$ cat src/sv/trial_division_next_prime_assert.svh
// assertion macros for the trial division prime block
// expects clk and rst_n in the scope where a macro is used
`ifndef TRIAL_DIVISION_NEXT_PRIME_ASSERT_SVH
`define TRIAL_DIVISION_NEXT_PRIME_ASSERT_SVH

// same-cycle implication, off while in reset
`define TDNP_ASSERT_IMP(label, ante, cons, msg) \
  label: assert property (@(posedge clk) disable iff (!rst_n) (ante) |-> (cons)) \
    else $error(msg);

// next-cycle implication, off while in reset
`define TDNP_ASSERT_NXT(label, ante, cons, msg) \
  label: assert property (@(posedge clk) disable iff (!rst_n) (ante) |=> (cons)) \
    else $error(msg);

`endif

$ cat src/sv/tdnp_pkg.sv
// package for the trial division prime block: widths, command codes, sequencer states
// no dependencies
package tdnp_pkg;

  localparam int VALUE_WIDTH = 32;
  localparam int IO_W        = 32;
  localparam int CNT_W       = $clog2(VALUE_WIDTH);

  localparam logic CMD_TEST = 1'b0;
  localparam logic CMD_NEXT = 1'b1;

  typedef enum logic [2:0] {
    ST_IDLE,
    ST_CHECK,
    ST_DIV,
    ST_EVAL,
    ST_DONE
  } tdnp_state_t;

endpackage

$ cat src/sv/trial_division_next_prime.sv
// trial division primality test and next-prime search; uses tdnp_pkg and the assert macros
// each candidate gets a check, then trial division by odd divisors from three upward
// each divisor runs on the shared restoring divider (one bit per cycle)
// throughput: one item at a time, in_ready high only while idle
// reset: synchronous active-low rst_n clears the sequencer and the output valid
`include "trial_division_next_prime_assert.svh"

module trial_division_next_prime (
  input  logic                     clk,
  input  logic                     rst_n,
  input  logic                     in_valid,
  output logic                     in_ready,
  input  logic                     in_command,
  input  logic [tdnp_pkg::IO_W-1:0] in_value,
  output logic                     out_valid,
  input  logic                     out_ready,
  output logic [tdnp_pkg::IO_W-1:0] out_result_value,
  output logic                     out_prime_flag,
  output logic                     out_overflow
);

  import tdnp_pkg::*;

  localparam int VW = VALUE_WIDTH;
  localparam logic [VW-1:0] VAL_MAX = '1;

  // sequencer
  tdnp_state_t state_r, state_nxt;

  // candidate, divisor and divider registers
  logic          cmd_r,   cmd_nxt;
  logic [VW-1:0] n_r,     n_nxt;
  logic [VW-1:0] d_r,     d_nxt;
  logic [VW-1:0] rem_r,   rem_nxt;
  logic [VW-1:0] quo_r,   quo_nxt;
  logic [CNT_W-1:0] cnt_r, cnt_nxt;
  logic          pflag_r, pflag_nxt;
  logic          ovf_r,   ovf_nxt;

  // output register
  logic          out_valid_r, out_valid_nxt;
  logic [IO_W-1:0] out_value_r, out_value_nxt;
  logic          out_prime_r, out_prime_nxt;
  logic          out_ovf_r,   out_ovf_nxt;

  logic in_xfer;
  logic out_free;

  // shared divider step: shift in next dividend bit, trial subtract
  logic [VW:0] trial;
  logic [VW:0] trial_diff;
  logic        trial_ge;

  // candidate classification
  logic n_le1, n_is2, n_even, at_top;
  logic bound_pass, rem_zero;
  logic chk_comp, chk_prime, ev_comp, ev_prime;
  logic composite, found, step_on;

  assign in_ready = (state_r == ST_IDLE);
  assign in_xfer  = in_valid && in_ready;
  assign out_free = !out_valid_r || out_ready;

  assign trial      = {rem_r, quo_r[VW-1]};
  assign trial_ge   = (trial >= {1'b0, d_r});
  assign trial_diff = trial - {1'b0, d_r};

  assign n_le1  = (n_r <= VW'(1));
  assign n_is2  = (n_r == VW'(2));
  assign n_even = !n_r[0];
  // next odd candidate would pass the top of the range
  assign at_top = (n_r > (VAL_MAX - VW'(2)));

  // loop ends once d > n / d; d is only stepped while d <= n / d, so d + 2 cannot wrap
  assign bound_pass = (d_r > quo_r);
  assign rem_zero   = (rem_r == '0);

  assign chk_prime = (state_r == ST_CHECK) && n_is2;
  assign chk_comp  = (state_r == ST_CHECK) && (n_le1 || (n_even && !n_is2));
  assign ev_prime  = (state_r == ST_EVAL) && bound_pass;
  assign ev_comp   = (state_r == ST_EVAL) && !bound_pass && rem_zero;
  assign found     = chk_prime || ev_prime;
  assign composite = chk_comp || ev_comp;
  // composite under a next command moves on to the next odd candidate unless at the top of the range
  assign step_on   = composite && (cmd_r == CMD_NEXT) && !at_top;

  // next state
  always_comb begin
    state_nxt = state_r;
    case (state_r)
      ST_IDLE: begin
        if (in_xfer) state_nxt = ST_CHECK;
      end
      ST_CHECK, ST_EVAL: begin
        if (found) begin
          state_nxt = ST_DONE;
        end else if (composite) begin
          state_nxt = step_on ? ST_CHECK : ST_DONE;
        end else begin
          state_nxt = ST_DIV;
        end
      end
      ST_DIV: begin
        if (cnt_r == '0) state_nxt = ST_EVAL;
      end
      ST_DONE: begin
        if (out_free) state_nxt = ST_IDLE;
      end
      default: state_nxt = ST_IDLE;
    endcase
  end

  // datapath and output register
  always_comb begin
    cmd_nxt       = cmd_r;
    n_nxt         = n_r;
    d_nxt         = d_r;
    rem_nxt       = rem_r;
    quo_nxt       = quo_r;
    cnt_nxt       = cnt_r;
    pflag_nxt     = pflag_r;
    ovf_nxt       = ovf_r;
    out_valid_nxt = out_valid_r && !out_ready;
    out_value_nxt = out_value_r;
    out_prime_nxt = out_prime_r;
    out_ovf_nxt   = out_ovf_r;

    case (state_r)
      ST_IDLE: begin
        if (in_xfer) begin
          cmd_nxt   = in_command;
          // next command starts from an odd value: setting the lsb raises an even one by one
          n_nxt     = VW'(in_value) | VW'(in_command == CMD_NEXT);
          pflag_nxt = 1'b0;
          ovf_nxt   = 1'b0;
        end
      end
      ST_CHECK, ST_EVAL: begin
        if (found) begin
          pflag_nxt = 1'b1;
        end else if (composite) begin
          pflag_nxt = 1'b0;
          if (step_on) begin
            n_nxt = n_r + VW'(2);
          end else if (cmd_r == CMD_NEXT) begin
            // search ran off the top
            n_nxt   = '0;
            ovf_nxt = 1'b1;
          end
        end else begin
          // start a division of n by the next odd divisor
          d_nxt   = (state_r == ST_CHECK) ? VW'(3) : d_r + VW'(2);
          rem_nxt = '0;
          quo_nxt = n_r;
          cnt_nxt = CNT_W'(VW - 1);
        end
      end
      ST_DIV: begin
        rem_nxt = trial_ge ? trial_diff[VW-1:0] : trial[VW-1:0];
        quo_nxt = {quo_r[VW-2:0], trial_ge};
        cnt_nxt = cnt_r - CNT_W'(1);
      end
      ST_DONE: begin
        if (out_free) begin
          out_valid_nxt = 1'b1;
          out_value_nxt = IO_W'(n_r);
          out_prime_nxt = pflag_r;
          out_ovf_nxt   = ovf_r;
        end
      end
      default: ;
    endcase
  end

  // control registers
  always_ff @(posedge clk) begin
    if (!rst_n) begin
      state_r     <= ST_IDLE;
      out_valid_r <= 1'b0;
    end else begin
      state_r     <= state_nxt;
      out_valid_r <= out_valid_nxt;
    end
  end

  // payload registers
  always_ff @(posedge clk) begin
    cmd_r       <= cmd_nxt;
    n_r         <= n_nxt;
    d_r         <= d_nxt;
    rem_r       <= rem_nxt;
    quo_r       <= quo_nxt;
    cnt_r       <= cnt_nxt;
    pflag_r     <= pflag_nxt;
    ovf_r       <= ovf_nxt;
    out_value_r <= out_value_nxt;
    out_prime_r <= out_prime_nxt;
    out_ovf_r   <= out_ovf_nxt;
  end

  assign out_valid        = out_valid_r;
  assign out_result_value = out_value_r;
  assign out_prime_flag   = out_prime_r;
  assign out_overflow     = out_ovf_r;

  // only odd candidates above two reach the divider, with an odd divisor from three
  `TDNP_ASSERT_IMP(a_div_odd, (state_r == ST_DIV),
    (n_r[0] && d_r[0] && (d_r >= VW'(3))), "divider running on even operand or small divisor")
  // an accepted item always starts with a candidate check
  `TDNP_ASSERT_NXT(a_start_check, in_xfer, (state_r == ST_CHECK),
    "accepted item did not enter the check state")
  // an overflow result carries a zero value and no prime flag
  `TDNP_ASSERT_IMP(a_ovf_result, (out_valid_r && out_ovf_r),
    (!out_prime_r && (out_value_r == '0)), "overflow result with nonzero value or prime flag")
  // the output register is only loaded when it is free
  `TDNP_ASSERT_NXT(a_no_overwrite, (out_valid_r && !out_ready),
    ($stable(out_value_r) && out_valid_r), "pending result overwritten")

endmodule
$ cat config.mk
export PLATFORM = sky130hd
export DESIGN_NAME = trial_division_next_prime
export DESIGN_NICKNAME = d
export VERILOG_FILES = /design/src/sv/tdnp_pkg.sv /design/src/sv/trial_division_next_prime.sv
export VERILOG_INCLUDE_DIRS = /design/src /design/src/sv
export SDC_FILE = /design/constraint.sdc
export NUM_CORES = 1
export LEC_CHECK = 0
export BUFFER_PORTS_ARGS = -buffer_cell sky130_fd_sc_hd__buf_2
export CAP_MARGIN = 10
export CORE_ASPECT_RATIO = 1.25
export CORE_MARGIN = 4
export CORE_UTILIZATION = 57
export CTS_BUF_LIST = sky130_fd_sc_hd__clkbuf_8
export DETAILED_ROUTE_END_ITERATION = 10
export GPL_TIMING_DRIVEN = 0
export PLACE_DENSITY = 0.79
export SLEW_MARGIN = 20
export SYNTH_ARGS = -nofsm -noshare
export SYNTH_HDL_FRONTEND = slang
export SYNTH_SLANG_ARGS = --single-unit
$ cat constraint.sdc
create_clock -name clk -period 3.2 [get_ports clk]
set_input_delay 0.16 -clock clk [delete_from_list [all_inputs] [get_ports clk]]
set_output_delay 0.16 -clock clk [all_outputs]
set_load 0.02 [all_outputs]
After elaboration in Yosys (flattened, before gate mapping)
Index checks and enable logic that the tools add are counted.
{"block": "totals", "ff_bits": 174, "in_bits": 37, "out_inout_bits": 36, "elab_cells": 107}
{"block": "op_classes", "n_addsub": 4, "magnitude_cmp": 4, "n_eq_ne": 15, "mux": 34, "bitwise": 3, "reduce_logical": 34}
{"op": "$mux W32", "count": 10}
{"op": "$pmux W32 S2", "count": 3}
{"op": "$add A32 B2 Y32 const B", "count": 2}
{"op": "$ge A33 B32 Y1", "count": 1}
{"op": "$eq A32 B2 Y1 const B", "count": 1}
{"op": "$gt A32 B32 Y1", "count": 1}
{"op": "$gt A32 B32 Y1 const B", "count": 1}
{"op": "$le A32 B1 Y1 const B", "count": 1}
{"op": "$logic_not A32 Y1", "count": 1}
{"op": "$or A32 B1 Y32", "count": 1}
{"op": "$sub A32 B32 Y32", "count": 1}
{"op": "$mux W3", "count": 6}
{"op": "$ne A2 B2 Y1 const B", "count": 7}
{"op": "$pmux W3 S4", "count": 1}
{"op": "$reduce_and A3 Y1", "count": 4}
{"op": "$logic_and A1 B1 Y1", "count": 10}
{"op": "$mux W5", "count": 2}
{"op": "$pmux W5 S2", "count": 1}
{"op": "$mux W1", "count": 9}
{"op": "$eq A3 B2 Y1 const B", "count": 2}
{"op": "$logic_not A1 Y1", "count": 6}
{"op": "$ne A3 B3 Y1 const B", "count": 2}
{"op": "$reduce_and A6 Y1", "count": 1}
{"op": "$logic_not A5 Y1", "count": 1}
{"op": "other kinds (12)", "count": 19}

Logic depth before layout (Yosys ltp)
{"block": "logic_depth", "ltp_word": 12, "mapped_depth": 13, "ltp_nobuf": 10}

Least setup slack after synthesis
Ideal clock, no wire load.
{"block": "synth_timing", "path_kind": "register -> register", "startpoint": "register d_r[2]", "endpoint": "register cnt_r[0], enable pin", "setup_time_ns": 0.401, "t_arrival_ns": 2.892, "required_ns": 2.799, "path_slack_ns": -0.093, "path_stages_with_launch": 10, "n_path_buf": 0, "period_less_slack_ns": 3.293, "cell_sequence": "edfxtp_1 -> ha_1 -> nor2b_1 -> o21ai_0 -> a21oi_1 -> o21a_1 -> o311ai_1 -> a21boi_0 -> nor2_1 -> a31o_2"}
{"block": "synth_via", "elab_chain_len": 7, "elab_cells_between_ends": 10, "cone_classes": "1 x order compare; 2 x eq/ne; 7 x reduce/logical"}
{"element": "from (decl)", "line_no": "trial_division_next_prime.sv:33", "rtl": "logic [VW-1:0] d_r, d_nxt;"}
{"element": "from (signal assigned)", "line_no": "trial_division_next_prime.sv:190", "rtl": "d_r <= d_nxt;"}
{"element": "$gt A32 B32 Y1 *", "line_no": "trial_division_next_prime.sv:75", "rtl": "assign bound_pass = (d_r > quo_r);"}
{"element": "$logic_not A1 Y1", "line_no": "trial_division_next_prime.sv:81", "rtl": "assign ev_comp = (state_r == ST_EVAL) && !bound_pass && rem_zero;"}
{"element": "$logic_and A1 B1 Y1 (2 in series)", "line_no": "trial_division_next_prime.sv:81"}
{"element": "$logic_or A1 B1 Y1", "line_no": "trial_division_next_prime.sv:83", "rtl": "assign composite = chk_comp || ev_comp;"}
{"element": "$ne A2 B2 Y1 (no line)"}
{"element": "$reduce_and A3 Y1 (no line) *"}
{"element": "to (signal assigned)", "line_no": "trial_division_next_prime.sv:193", "rtl": "cnt_r <= cnt_nxt;"}
{"element": "to (decl)", "line_no": "trial_division_next_prime.sv:36", "rtl": "logic [CNT_W-1:0] cnt_r, cnt_nxt;"}
Every way passes the cells marked *; elsewhere a longest branch is shown, timed or not.
A chain may end at the register's enable or synchronous reset.

Worst setup path after layout
{"block": "layout_timing", "startpoint": "register rem_r[0]", "endpoint": "register rem_r[28] (data pin)"}
{"block": "layout_via", "elab_chain_len": 3, "elab_cells_between_ends": 4, "cone_classes": "1 x add/sub; 1 x order compare; 2 x mux"}
{"element": "from (decl)", "line_no": "trial_division_next_prime.sv:34", "rtl": "logic [VW-1:0] rem_r, rem_nxt;"}
{"element": "from (signal assigned)", "line_no": "trial_division_next_prime.sv:191", "rtl": "rem_r <= rem_nxt;"}
{"element": "$sub A32 B32 Y32 or $ge A33 B32 Y1 (tied branches)", "line_no": "trial_division_next_prime.sv:66, trial_division_next_prime.sv:65"}
{"element": "$mux W32 *", "line_no": "trial_division_next_prime.sv:159", "rtl": "rem_nxt = trial_ge ? trial_diff[VW-1:0] : trial[VW-1:0];"}
{"element": "$pmux W32 S2 *", "line_no": "trial_division_next_prime.sv:128", "rtl": "case (state_r)"}
Marked as above.

==> qor.yml <==
floorplan:
  core_sq_mm: 0.0181
  fp-row-count: 55
  pin_count: 73
  die_w_microns: 129
  start_util: 0.580
  die_y_microns: 160
  dieArea_sq_mm: 0.0207
cts:
  numCtsBuffers: 17
  clock_path_buffers: 2
  cts_tree: "yes"
  cts-root-buf: "clkbuf_8"
  cts.sinks: 173
  htreeDepth: 4
  insertion_delay_ps: 490
  clk_pin_slew_worst_paths_ps: 100
drt:
  drtAntennaViolNets: 0
  drc: 0
  viasPerCell: 6.19
  drtIter0Drc: 1064
  drt-pass1-iter-count: 5
  routedWlPerCell_microns: 19.4
  num_vias: 9154
  wl_microns: 28800
yosys:
  ys_seq_elements: 173
  synthFlopType: "edfxtp_1"
  synth-edff-count: 169
  yosys_warnings: 0
  synth_nets: 1178
  synth_top_cell_by_area: "edfxtp_1"
  netlist_area_sq_mm: 0.0105
  ys_types: 65
  ys_async_sr_fraction: 0
  netlist.area_leader.share: 0.483
  ys_seq_area_frac: 0.491
  post_synth.cell_area_avg_sq_um: 9.78
  yosys-top-cells-area: "edfxtp_1 (48%), ha_1 (7.9%), nand2_1 (5.9%)"
  netlist_instances: 1074
layout:
  syn_to_final_growth_pct: 19.9
  drive_above_1_share: 0.163
  diodes: 0
  fin_cells: 1480
  nNetsFinal: 1343
run_status:
  violations: "setup timing"
  run_status: "complete, but fails checks"
global_routing:
  grtUsageTotal: 0.267
  grt_pass1_vias: 8668
  grt_pass1_wl_microns: 43400
  antenna_found_initial: 0
  grt_max_degree: 32
  overflow: 0
sta:
  slew_viol_final: 0
  max_slew_margin: 0.351
  clock_skew_ps: 21.2
  worstMarginPinSlew_ps: 973
  setup_slack_ps: -70.9
  setup_viol: 33
  finalHoldViolCount: 0
  fin_crit_sh: 1.02
  finalCriticalPeriod_ps: 3270
  rsz0062_at_grt: "true"
  clock.fmax_mhz: 306
worst_setup_path:
  worstPathRequired_ps: 3430
  endpoint_kind: "flip-flop"
  path_max_fanout: 3
  worst_setup_path_start_kind: "flip-flop"
  worstSetupPathType: "reg -> reg"
  worst-endpoint-arrival_ps: 3500
placed_design:
  dp.cells: 1375
  hpwl_microns: 19300
  io_buffers: 72
  dp_slack_ps: -476
  routabilityCongestion: 0.936
min_path:
  hold_path.class: "in -> reg"
pwr:
  peakVddDrop_uv: 289
  p_leak_nw: 4.93
  powerDensity_mw_per_mm2: 491
flow_run:
  max-cap-violations: 0
-- critical path, stage by stage (launching register included) --
cell and delay, ps:
edfxtp_1 480, fa_2 420, a21o_1 200, a221o_1 420, a32oi_2 300, a32oi_2 190
a21oi_2 230, o22ai_2 120, nor4b_1 150, or4_1 510
-- synth_stat cells (4+ instances only) --
cell type / n
nand3_1: 38
o21a_1: 8
xor2_1: 26
and4_1: 4
and3_1: 16
nand3b_1: 7
and2_1: 6
xnor2_1: 53
edfxtp_1: 169
ha_1: 66
o21ai_1: 9
nor3_1: 22
o21ai_0: 88
or3_1: 8
nand4_1: 24
nor4_1: 18
inv_1: 74
nand2_1: 166
a211o_1: 4
nor4b_1: 4
o21bai_1: 4
a21oi_1: 54
buf_2: 4
o22ai_1: 6
dfxtp_1: 4
nor2b_1: 9
a21o_1: 12
a211oi_1: 13
clkbuf_1: 31
nor2_1: 72
-- worst paths after layout --
check,start,to,slack [ps],cells past startpoint
worst max-delay path,rem_r[0],rem_r[28],-70,9
worst min-delay path,in_value[15],n_r[15],10,3
worst max register to register,rem_r[0],rem_r[28],-70,9
worst min register to register,pflag_r,out_prime_flag,440,0
-- report_power, final --
| group | internal [W] | switching, W | total, W |
|---|---|---|---|
| sequential | 0.00276 | 0.000187 | 0.00295 |
| combinational | 0.000714 | 0.000988 | 0.00170 |
| clock | 0.000580 | 0.000952 | 0.00153 |
| total | 0.00405 | 0.00213 | 0.00618 |
-- kinds of logic after synthesis --
logic type	after synthesis	share of synthesized area
simple gates	408	0.183
mux	4	0.00393
buf+inv	111	0.0405
flops	173	0.491
fa+ha+maj	67	0.0805
compound gates	232	0.135
xor+xnor	79	0.0659
-- what timing repair did --
action	4_1_cts	5_1_grt
endpoints found under the setup margin	171	181
setup buffers	14	27
pin swaps	6	15
hold buffers	30	1
gates resized for setup	24	34
endpoints found under the hold margin	33	1
gates cloned	3	2
-- registers in the layout (all words and copies together) (netlist names) --
register / flops
ovf_r: 1
out_overflow: 1
out_valid: 1
out_prime_flag: 1
d_r: 31
cnt_r: 5
cmd_r: 1
pflag_r: 1
out_result_value: 32
state_r: 3
rem_r: 32
quo_r: 32
n_r: 32
-- area by class of cell --
class / count / area [sq um]
fill: 1265 / 5510
tap: 228 / 285
inverter: 75 / 282
buffer: 32 / 141
clock buffer: 17 / 234
multi-input combinational: 795 / 5260
clock inverter: 15 / 146
sequential: 173 / 5150
timing repair buffer: 145 / 1090
-- placed cells by master, fill, tap and decap left out, types with 37 or more instances in the layout --
cell type / instances
a21oi_1: 54
nand3_1: 37
inv_1: 73
xnor2_1: 53
o21ai_0: 86
ha_1: 53
nor2_1: 70
buf_2: 74
edfxtp_1: 169
nand2_1: 165
-- per-layer routing --
metal / global-route usage / part of all wire / vias to the layer above
met4: 0.119 / 0.035 / 0
li1: - / - / 4243
met1: 0.320 / 0.38 / 4316
met5: 0 / 0 / -
met3: 0.0361 / 0.075 / 90
met2: 0.472 / 0.51 / 505
-- per-stage QoR --
step           total power, W   util  instance area [sq um]  TNS, ps  hold slack (ps)
4_1_cts               0.00595  0.671                  12100    -11.8             2.11
3_5_place_dp          0.00436  0.618                  11200   -51070              361
6_report              0.00618  0.696                  12600     -409             12.2
3_3_place_gp          0.00431  0.616                  11200   -68360              379
2_1_floorplan         0.00395      -                  10500        0              259
5_1_grt               0.00645  0.696                  12600    -4260             10.7
Note: power is estimated with default switching activity, not from simulation.
